--- src/rtl/sacl_pkg.sv ---
// Shared constants, types and the LFSR step for the cache tag lookup.
package sacl_pkg;

	localparam int NUM_WAYS    = 8;
	localparam int NUM_SETS    = 64;
	localparam int OFFSET_BITS = 6;
	localparam int ADDR_BITS   = 32;

	localparam int WAY_BITS  = $clog2(NUM_WAYS);
	localparam int SET_BITS  = $clog2(NUM_SETS);
	localparam int TAG_BITS  = ADDR_BITS - OFFSET_BITS - SET_BITS;
	localparam int LFSR_BITS = 16;
	localparam int CNT_BITS  = 32;

	localparam logic [LFSR_BITS-1:0] LFSR_TAPS  = 16'hB400;
	localparam logic [LFSR_BITS-1:0] SEED_RESET = 16'h0001;

	typedef enum logic {
		OP_ACCESS = 1'b0,
		OP_FLUSH  = 1'b1
	} op_t;

	typedef struct packed {
		logic                valid;
		logic [TAG_BITS-1:0] tag;
	} line_t;

	typedef line_t [NUM_WAYS-1:0] row_t;

	// Commands from the controller to the datapath.
	typedef struct packed {
		logic load;   // capture the address and read its set
		logic flush;  // clear valid rows, counters and results, reload the LFSR
		logic update; // resolve the lookup and write the set back
	} cmd_t;

	function automatic logic [LFSR_BITS-1:0] lfsr_next(input logic [LFSR_BITS-1:0] s);
		logic [LFSR_BITS-1:0] n;
		n = s >> 1;
		if (s[0]) begin
			n = n ^ LFSR_TAPS;
		end
		return n;
	endfunction

endpackage

--- src/rtl/sacl_ctrl.sv ---
// Controller state machine: accepts items and sequences the datapath.
module sacl_ctrl (
	input  logic               clk,
	input  logic               arst_n,
	input  logic               start,
	input  logic               operation,
	output logic               busy,
	output logic               done,
	output sacl_pkg::cmd_t     cmd
);
	import sacl_pkg::*;

	typedef enum logic {
		ST_IDLE,
		ST_LOOKUP
	} state_t;

	state_t state_q;
	logic   busy_q;
	logic   done_q;
	logic   accept;

	assign accept     = start && !busy_q;
	assign cmd.load   = accept && (operation == OP_ACCESS);
	assign cmd.flush  = accept && (operation == OP_FLUSH);
	assign cmd.update = (state_q == ST_LOOKUP);

	assign busy = busy_q;
	assign done = done_q;

	always_ff @(posedge clk or negedge arst_n) begin
		if (!arst_n) begin
			state_q <= ST_IDLE;
			busy_q  <= 1'b0;
			done_q  <= 1'b0;
		end else begin
			unique case (state_q)
				ST_IDLE: begin
					done_q <= cmd.flush;
					if (cmd.load) begin
						state_q <= ST_LOOKUP;
						busy_q  <= 1'b1;
					end
				end
				ST_LOOKUP: begin
					state_q <= ST_IDLE;
					busy_q  <= 1'b0;
					done_q  <= 1'b1;
				end
				default: begin
					state_q <= ST_IDLE;
					busy_q  <= 1'b0;
					done_q  <= 1'b0;
				end
			endcase
		end
	end

	a_busy_state: assert property (@(posedge clk) disable iff (!arst_n)
		busy_q == (state_q == ST_LOOKUP))
		else $error("busy disagrees with the controller state");

	a_lookup_done: assert property (@(posedge clk) disable iff (!arst_n)
		cmd.update |=> done_q && !busy_q)
		else $error("lookup did not deliver its item");

	a_flush_done: assert property (@(posedge clk) disable iff (!arst_n)
		cmd.flush |=> done_q && !busy_q)
		else $error("flush did not deliver its item");

	a_no_spurious_done: assert property (@(posedge clk) disable iff (!arst_n)
		!cmd.flush && !cmd.update |=> !done_q)
		else $error("result strobe without a finished item");

endmodule

--- config.mk ---
export PLATFORM = sky130hd
export DESIGN_NAME = sacl_ctrl
export DESIGN_NICKNAME = d
export VERILOG_FILES = /design/src/rtl/sacl_pkg.sv /design/src/rtl/sacl_ctrl.sv
export SDC_FILE = /design/constraint.sdc
export NUM_CORES = 1
export LEC_CHECK = 0
export BUFFER_PORTS_ARGS = -buffer_cell sky130_fd_sc_hd__buf_2
export CAP_MARGIN = 0
export CORE_AREA = 2 2 39 41
export DETAILED_ROUTE_END_ITERATION = 8
export DIE_AREA = 0 0 41 43
export GPL_TIMING_DRIVEN = 0
export HOLD_SLACK_MARGIN = 0.05
export PLACE_DENSITY_LB_ADDON = 0.3
export SKIP_CTS_REPAIR_TIMING = 1
export SLEW_MARGIN = 20
export SYNTH_ARGS = -nofsm -noshare
export SYNTH_HDL_FRONTEND = slang
export SYNTH_SLANG_ARGS = --single-unit
--- constraint.sdc ---
create_clock -name clk -period 1 [get_ports clk]
set_clock_uncertainty 0.1 [all_clocks]
set_input_delay 0.15 -clock clk [delete_from_list [all_inputs] [get_ports clk]]
set_output_delay 0.15 -clock clk [all_outputs]
set_load 0.005 [all_outputs]
==> reports/metrics.yaml, run 1 <==
cts:
  path_clk_slew_ns: 0.04
  cts_buffers: 3
  cts_tree: "done"
  cts.sinks: 3
  clk_latency_ns: 0.23
  cts.path.max_buffers: 2
  cts_root_buffer: "clkbuf_4"
  htreeDepth: 1
global_routing:
  antenna_found_initial: 0
  grt_max_degree: 5
  grt_overflow: 0
  grt_pass1_wl_um: 489
  grt_use_total: 0.05231
  grt_pass1_vias: 119
setup_path:
  arrival_ns: 0.99
  worstSetupPathType: "flip-flop to output pin"
  worstSetupStartpointType: "flip-flop"
  crit_start: "busy"
  worstPathRequired_ns: 0.75
  endpoint_kind: "output pin"
  timing.rr.start: "busy"
  cp_max_fo: 4
timing:
  drv_slew: 0
  setup_slack_ns: -0.2442
  slew-limit-headroom: 0.8907
  finalHoldViolCount: 0
  period_minus_slack_ns: 1.244
  fin_crit_sh: 1.244
  fmax_mhz: 803.8
  holdWs_ns: 0.09114
  worst_pin_slew_ns: 0.1632
  setup_violations: 5
  rsz0062_at_grt: "true"
route:
  vias: 120
  top_layer: "met3"
  routedWlPerCell_um: 8.341
  ant_nets: 0
  routedLengthMet1_um: 148
  wl_met3_um: 66
  dr.first_iter.drc_count: 0
  routed-wl-met2_um: 126
  vias_per_cell: 2.927
  route.detailed.drc: 0
  drt-total-wl_um: 342
  firstDrtPassIters: 1
synth:
  synth.avg_cell_area_sq_um: 11.94
  ys_types: 9
  ys_seq_area_frac: 0.5714
  yosysMostFrequentCell: "dfrtp_1"
  synthTopCellsByArea: "dfrtp_1 57%, nor3b_2 9.5%, and3b_1 6.7%"
  synth_edf_count: 0
  syn-num-nets: 15
  synth-async-reset-ratio: 1.000
  ys_ff_latch: 3
  synth_area_sq_um: 131.4
  synth-warning-count: 0
  yosys_most_used_dff: "dfrtp_1"
  yosysTopAreaCell: "dfrtp_1"
  syn_inst: 11
  yosysTopAreaCellShare: 0.5714
floorplanning:
  chipWidth_um: 41
  placementRows: 14
  die_area_sq_um: 1763
  initial_core_util: 0.09494
  ios: 9
  die_h_um: 43
  coreArea_sq_um: 1384
min_path:
  hp-start: "start"
  hp-class: "primary input to flip-flop"
power_and_ir_drop:
  p_leak_nw: 0.1362
  ir_worst_vdd_mv: 0.3144
  pwr_density_cell_nw_per_um2: 1705
run_status:
  violations: "negative setup slack"
  run_status: "finished, violations left"
layout:
  area.growth.synth_to_final_pct: 87.62
  fin_nets: 30
  n_antenna_cell: 0
  drive_gt1_frac: 0.6000
placed_design:
  place_ws_ns: -0.01238
  io_buffers: 8
  gp_congestion: 0.4455
flow_run:
  max-cap-violations: 0
-- worst max-delay path: stages, from the launching register on --
cell and delay (ns):
dfrtp_1 0.40, and3b_2 0.26, buf_2 0.11
-- metal layers --
| metal | vias to the layer above | track usage |
|---|---|---|
| met5 | - | 0 |
| met4 | 0 | 0.04000 |
| met3 | 0 | 0.07853 |
| met2 | 9 | 0.04688 |
| met1 | 49 | 0.05178 |
| li1 | 62 | - |
-- stage by stage --
step,instance area [sq um],utilization,setup TNS [ns],power [mW],instances
global placement,191.4,0.1383,0,0.2003,35
finish,246.5,0.1781,-0.5804,0.4203,41
CTS,217.7,0.1573,-0.7366,0.4256,39
global route,246.5,0.1781,-0.8429,0.4650,41
floorplan,131.4,-,0,0.1713,11
detailed placement,191.4,0.1383,-0.02214,0.2031,35
-- sequential cells by signal (all words and copies together), names as in the netlist --
register,cells
done,1
state_q,1
busy,1
-- path summary, 6_finish.rpt --
kind                       cells after the start      end  slack [ns]
setup / recovery                               2   cmd[1]       -0.24
min in group asynchronous                      2     busy        0.14
setup reg to reg                               2     done       -0.03
max in group asynchronous                      2  state_q        0.55
hold / removal                                 3     busy        0.09
hold reg to reg                                2     busy        0.44
-- cell families (layout without fill, tap and decap cells) --
logic type	count (synthesis)	count (layout)	share of synthesized area
buffers and inverters	2	16	0.08571
and+or+nand+nor	5	5	0.3049
DFF	3	3	0.5714
AOI/OAI and AO/OA	1	1	0.03806
-- cells in the final DEF, fill, tap and decap left out, types with 2 or more instances in the layout --
cell type and n:
buf_2 7, dfrtp_1 3, clkbuf_4 3, buf_6 2
-- cell type report --
type / instances / area [sq um]
buffer: 1 / 11.26
clock buffer: 4 / 26.28
fill: 170 / 1137
inverter: 1 / 3.754
multi-input combinational: 6 / 46.29
sequential: 3 / 75.07
tap: 16 / 20.02
timing repair buffer: 10 / 63.81
-- where the power goes --
part           leakage [nW]  internal, mW  switching (mW)  total (mW)
clock network        0.0150         0.149          0.0597       0.209
logic                0.0842        0.0396          0.0253      0.0649
registers            0.0370         0.136          0.0101       0.146
total                 0.136         0.325          0.0951       0.420
(Power assumes the default switching activity.)
==> run 2, diff against run 1 <==
--- a/config.mk
+++ b/config.mk
@@ -8,6 +8,7 @@
 export BUFFER_PORTS_ARGS = -buffer_cell sky130_fd_sc_hd__buf_2
 export CAP_MARGIN = 0
 export CORE_AREA = 2 2 39 41
+export CTS_BUF_LIST = sky130_fd_sc_hd__clkbuf_16
 export DETAILED_ROUTE_END_ITERATION = 8
 export DIE_AREA = 0 0 41 43
 export GPL_TIMING_DRIVEN = 0
==> reports/metrics.yaml, run 2 (same netlist as run 1, synthesis figures left out) <==
run_status:
  run_status: "finished, violations left"
  violations: "negative setup slack"
global_routing:
  grt_pass1_wl_um: 517
  grt_overflow: 0
  grt_pass1_vias: 127
  antenna_found_initial: 0
  grt_use_total: 0.05433
  grt_max_degree: 5
layout:
  n_antenna_cell: 0
  final_cell_area_sq_um: 299.0
  drive_gt1_frac: 0.6000
  final_cell_mix: "7 x buf_2, 3 x dfrtp_1, 3 x clkbuf_16"
  seq_area_sq_um: 75.07
  n_fill_cell: 167
  fin_nets: 30
  layout_commonest_cell: "buf_2"
  layoutNonFillerInstCount: 41
  final_util: 0.2161
  multi_input_area_sq_um: 46.29
  area.growth.synth_to_final_pct: 127.6
timing:
  slew-limit-headroom: 0.8990
  holdWs_ns: 0.09987
  fmax_mhz: 812.8
  period_minus_slack_ns: 1.230
  drv_slew: 0
  fin_setup_tns_ns: -0.5384
  setup_slack_ns: -0.2303
  rsz0062_at_grt: "true"
  fin_crit_sh: 1.230
  worst_pin_slew_ns: 0.1509
  setup_violations: 5
  finalHoldViolCount: 0
power_and_ir_drop:
  pwr_density_cell_nw_per_um2: 2783
  p_leak_nw: 0.1635
  ir_worst_vdd_mv: 1.035
  p_sw_mw: 0.1406
  p_comb_frac: 0.078
  power.internal_mw: 0.6916
  power_frac_clock: 0.746
  seq_power_share: 0.176
  p_sw_frac: 0.1690
  power.total_mw: 0.8323
cts:
  cts_root_buffer: "clkbuf_16"
  htreeDepth: 1
  path_clk_slew_ns: 0.03
  cts_tree: "done"
  cts_buffers: 3
  cts.path.max_buffers: 2
  cts.sinks: 3
  clk_latency_ns: 0.22
placed_design:
  dpl.cell_count: 35
  place_ws_ns: -0.01238
  io_buffers: 8
  dpl_cell_area_sq_um: 191.4
  gp_congestion: 0.4455
route:
  ant_nets: 0
  firstDrtPassIters: 4
  vias: 126
  route.detailed.drc: 0
  vias_per_cell: 3.073
  routedWlPerCell_um: 8.805
  dr.first_iter.drc_count: 2
  drt-total-wl_um: 361
floorplanning:
  chipWidth_um: 41
  initial_core_util: 0.09494
  die_area_sq_um: 1763
  ios: 9
  placementRows: 14
  coreArea_sq_um: 1384
  die_h_um: 43
setup_path:
  crit_path_end: "cmd[1]"
  arrival_ns: 0.98
  endpoint_kind: "output pin"
  r2r_slack_ns: -0.03
  cp_max_fo: 4
  ff2ff_path_depth: 2
  worstReg2RegEnd: "done"
  crit_start: "busy"
  worstSetupPathType: "flip-flop to output pin"
  worstPathRequired_ns: 0.75
  worstSetupStartpointType: "flip-flop"
  timing.rr.start: "busy"
min_path:
  hp-start: "start"
  hp-class: "primary input to flip-flop"
flow_run:
  max-cap-violations: 0
[run 2: routing by layer]
metal	GRT usage	up-vias	routed length [um]
li1	-	62	-
met1	0.05825	53	166
met2	0.04688	9	125
met3	0.06283	2	62
met4	0.06000	0	6
met5	0	-	0
[run 2: worst max-delay path: stages (launching register included)]
cell and delay (ns):
dfrtp_1 0.39, and3b_2 0.26, buf_2 0.11
[run 2: worst min path at each step]
stage / cells after the start / slack [ns] / to
floorplan: 0 / -0.25 / busy
global placement: 1 / -0.15 / busy
detailed placement: 1 / -0.15 / busy
CTS: 1 / -0.38 / busy
global route: 3 / 0.13 / busy
finish: 3 / 0.1 / busy
[run 2: final cells by class]
type | count | share of cell area
clock inverter | 1 | 0.01255
multi-input combinational | 6 | 0.1548
sequential | 3 | 0.2510
timing repair buffer | 10 | 0.2134
clock buffer | 3 | 0.2510
inverter | 1 | 0.01255
tap | 16 | 0.06695
buffer | 1 | 0.03766
[run 2: power by group through the flow]
| stage | clock network (mW) | logic, mW | registers [mW] |
|---|---|---|---|
| final | 0.621 | 0.0650 | 0.146 |
| after global routing | 0.648 | 0.0746 | 0.148 |
| after CTS | 0.631 | 0.0549 | 0.147 |
| after detailed placement | 0 | 0.0543 | 0.149 |
| after global placement | 0 | 0.0525 | 0.148 |
| after floorplan | 0 | 0.0218 | 0.150 |
==> run 3, diff against run 2 <==
--- a/config.mk
+++ b/config.mk
@@ -14,6 +14,7 @@
 export GPL_TIMING_DRIVEN = 0
 export HOLD_SLACK_MARGIN = 0.05
 export PLACE_DENSITY_LB_ADDON = 0.3
+export SETUP_SLACK_MARGIN = 0.4
 export SKIP_CTS_REPAIR_TIMING = 1
 export SLEW_MARGIN = 20
 export SYNTH_ARGS = -nofsm -noshare
==> reports/metrics.yaml, run 3 (same netlist as run 1, synthesis figures left out) <==
run_status:
  run_status: "finished, violations left"
  violations: "negative setup slack"
route:
  route.detailed.drc: 0
  vias: 133
  ant_nets: 0
  dr.first_iter.drc_count: 2
  drt-total-wl_um: 396
  firstDrtPassIters: 2
  vias_per_cell: 3.244
  routedWlPerCell_um: 9.659
layout:
  layout_commonest_cell: "buf_2"
  final_util: 0.2215
  final_cell_mix: "7 x buf_2, 3 x buf_6, 3 x dfrtp_1, 3 x clkbuf_16, 2 x inv_1"
  n_antenna_cell: 0
  fin_nets: 30
  layoutNonFillerInstCount: 41
  area.growth.synth_to_final_pct: 133.3
  drive_gt1_frac: 0.6400
cts:
  cts_tree: "done"
  cts_root_buffer: "clkbuf_16"
  clk_latency_ns: 0.22
  htreeDepth: 1
  cts.sinks: 3
  cts_buffers: 3
  cts.path.max_buffers: 2
  path_clk_slew_ns: 0.03
timing:
  worst_pin_slew_ns: 0.1507
  fmax_mhz: 812.5
  fin_setup_tns_ns: -0.5697
  rsz0062_at_grt: "true"
  setup_violations: 5
  setup_slack_ns: -0.2307
  period_minus_slack_ns: 1.231
  fin_crit_sh: 1.231
  drv_slew: 0
  slew-limit-headroom: 0.8991
  finalHoldViolCount: 0
power_and_ir_drop:
  ir_worst_vdd_mv: 1.124
  p_leak_nw: 0.1651
  pwr_density_cell_nw_per_um2: 2753
  power.total_mw: 0.8438
floorplanning:
  initial_core_util: 0.09494
  die_h_um: 43
  coreArea_sq_um: 1384
  ios: 9
  placementRows: 14
  die_area_sq_um: 1763
  chipWidth_um: 41
setup_path:
  timing.rr.start: "busy"
  crit_family: "flip-flops"
  path_depth: 2
  crit_path_end: "cmd[1]"
  endpoint_kind: "output pin"
  r2r_slack_ns: -0.03
  slowest_delay_ns: 0.40
  ff2ff_path_depth: 2
  arrival_ns: 0.98
  cp_slowest_cell: "dfrtp_1"
  worstReg2RegEnd: "done"
  cp_max_fo: 4
  path_cells: "and3b_2 > buf_2"
  worstPathRequired_ns: 0.75
  crit_start: "busy"
  worstSetupPathType: "flip-flop to output pin"
  worstSetupStartpointType: "flip-flop"
  timing.critical_path.buf_inv: 1
flow_run:
  max-cap-violations: 0
global_routing:
  grt_use_total: 0.05936
  grt_pass1_wl_um: 552
  grt_pass1_vias: 132
  grt_overflow: 0
  antenna_found_initial: 0
  grt_max_degree: 5
min_path:
  hp-class: "primary input to flip-flop"
placed_design:
  io_buffers: 8
  gp_congestion: 0.4945
  dpl.cell_count: 35
run 3: cell count changes in the layout (fill, tap and decap cells not counted):
cell,previous run,this run
a21oi_2,0,1
buf_4,1,0
buf_6,2,3
a21oi_1,1,0
run 3: per-layer routing:
layer  wire, um  GRT usage
met4         24    0.08000
met2        145    0.05000
met1        154    0.06149
met3         72    0.06283
met5          0          0
run 3: through the flow:
| step | hold slack, ns | instance area (sq um) | worst slack (ns) |
|---|---|---|---|
| 3_5_place_dp | -0.1502 | 195.2 | -0.005957 |
| 3_3_place_gp | -0.1528 | 195.2 | 0.005808 |
| 5_1_grt | 0.1263 | 306.5 | -0.2828 |
| 4_1_cts | -0.3862 | 274.0 | -0.2549 |
| 6_report | 0.1111 | 306.5 | -0.2307 |
| 2_1_floorplan | -0.2456 | 135.1 | 0.002111 |
run 3: final cells by class:
cell class / count / area, sq um
fill: 164 / 1077
tap: 16 / 20.02
multi-input combinational: 6 / 50.05
buffer: 1 / 11.26
timing repair buffer: 10 / 67.56
clock inverter: 1 / 3.754
sequential: 3 / 75.07
clock buffer: 3 / 75.07
inverter: 1 / 3.754
run 3: worst min-delay path by stage:
stage	from	to	slack (ns)	cells past startpoint
detailed placement	arst_n	busy	-0.15	1
global placement	arst_n	busy	-0.15	1
finish	start	busy	0.11	3
CTS	arst_n	busy	-0.39	1
global route	start	busy	0.13	3
floorplan	arst_n	busy	-0.25	0
run 3: worst register-to-register path: cells and delay by family, from the launching register on:
kind / cells / cell delay, ns
AND/OR/NAND/NOR: 2 / 0.43
flip-flops: 1 / 0.38
run 3: power by group:
group	total, mW	leakage, nW	switching, mW	internal [mW]
registers	0.147	0.0370	0.0108	0.136
logic	0.0714	0.0858	0.0283	0.0431
clock network	0.625	0.0423	0.110	0.516
total	0.844	0.165	0.149	0.695
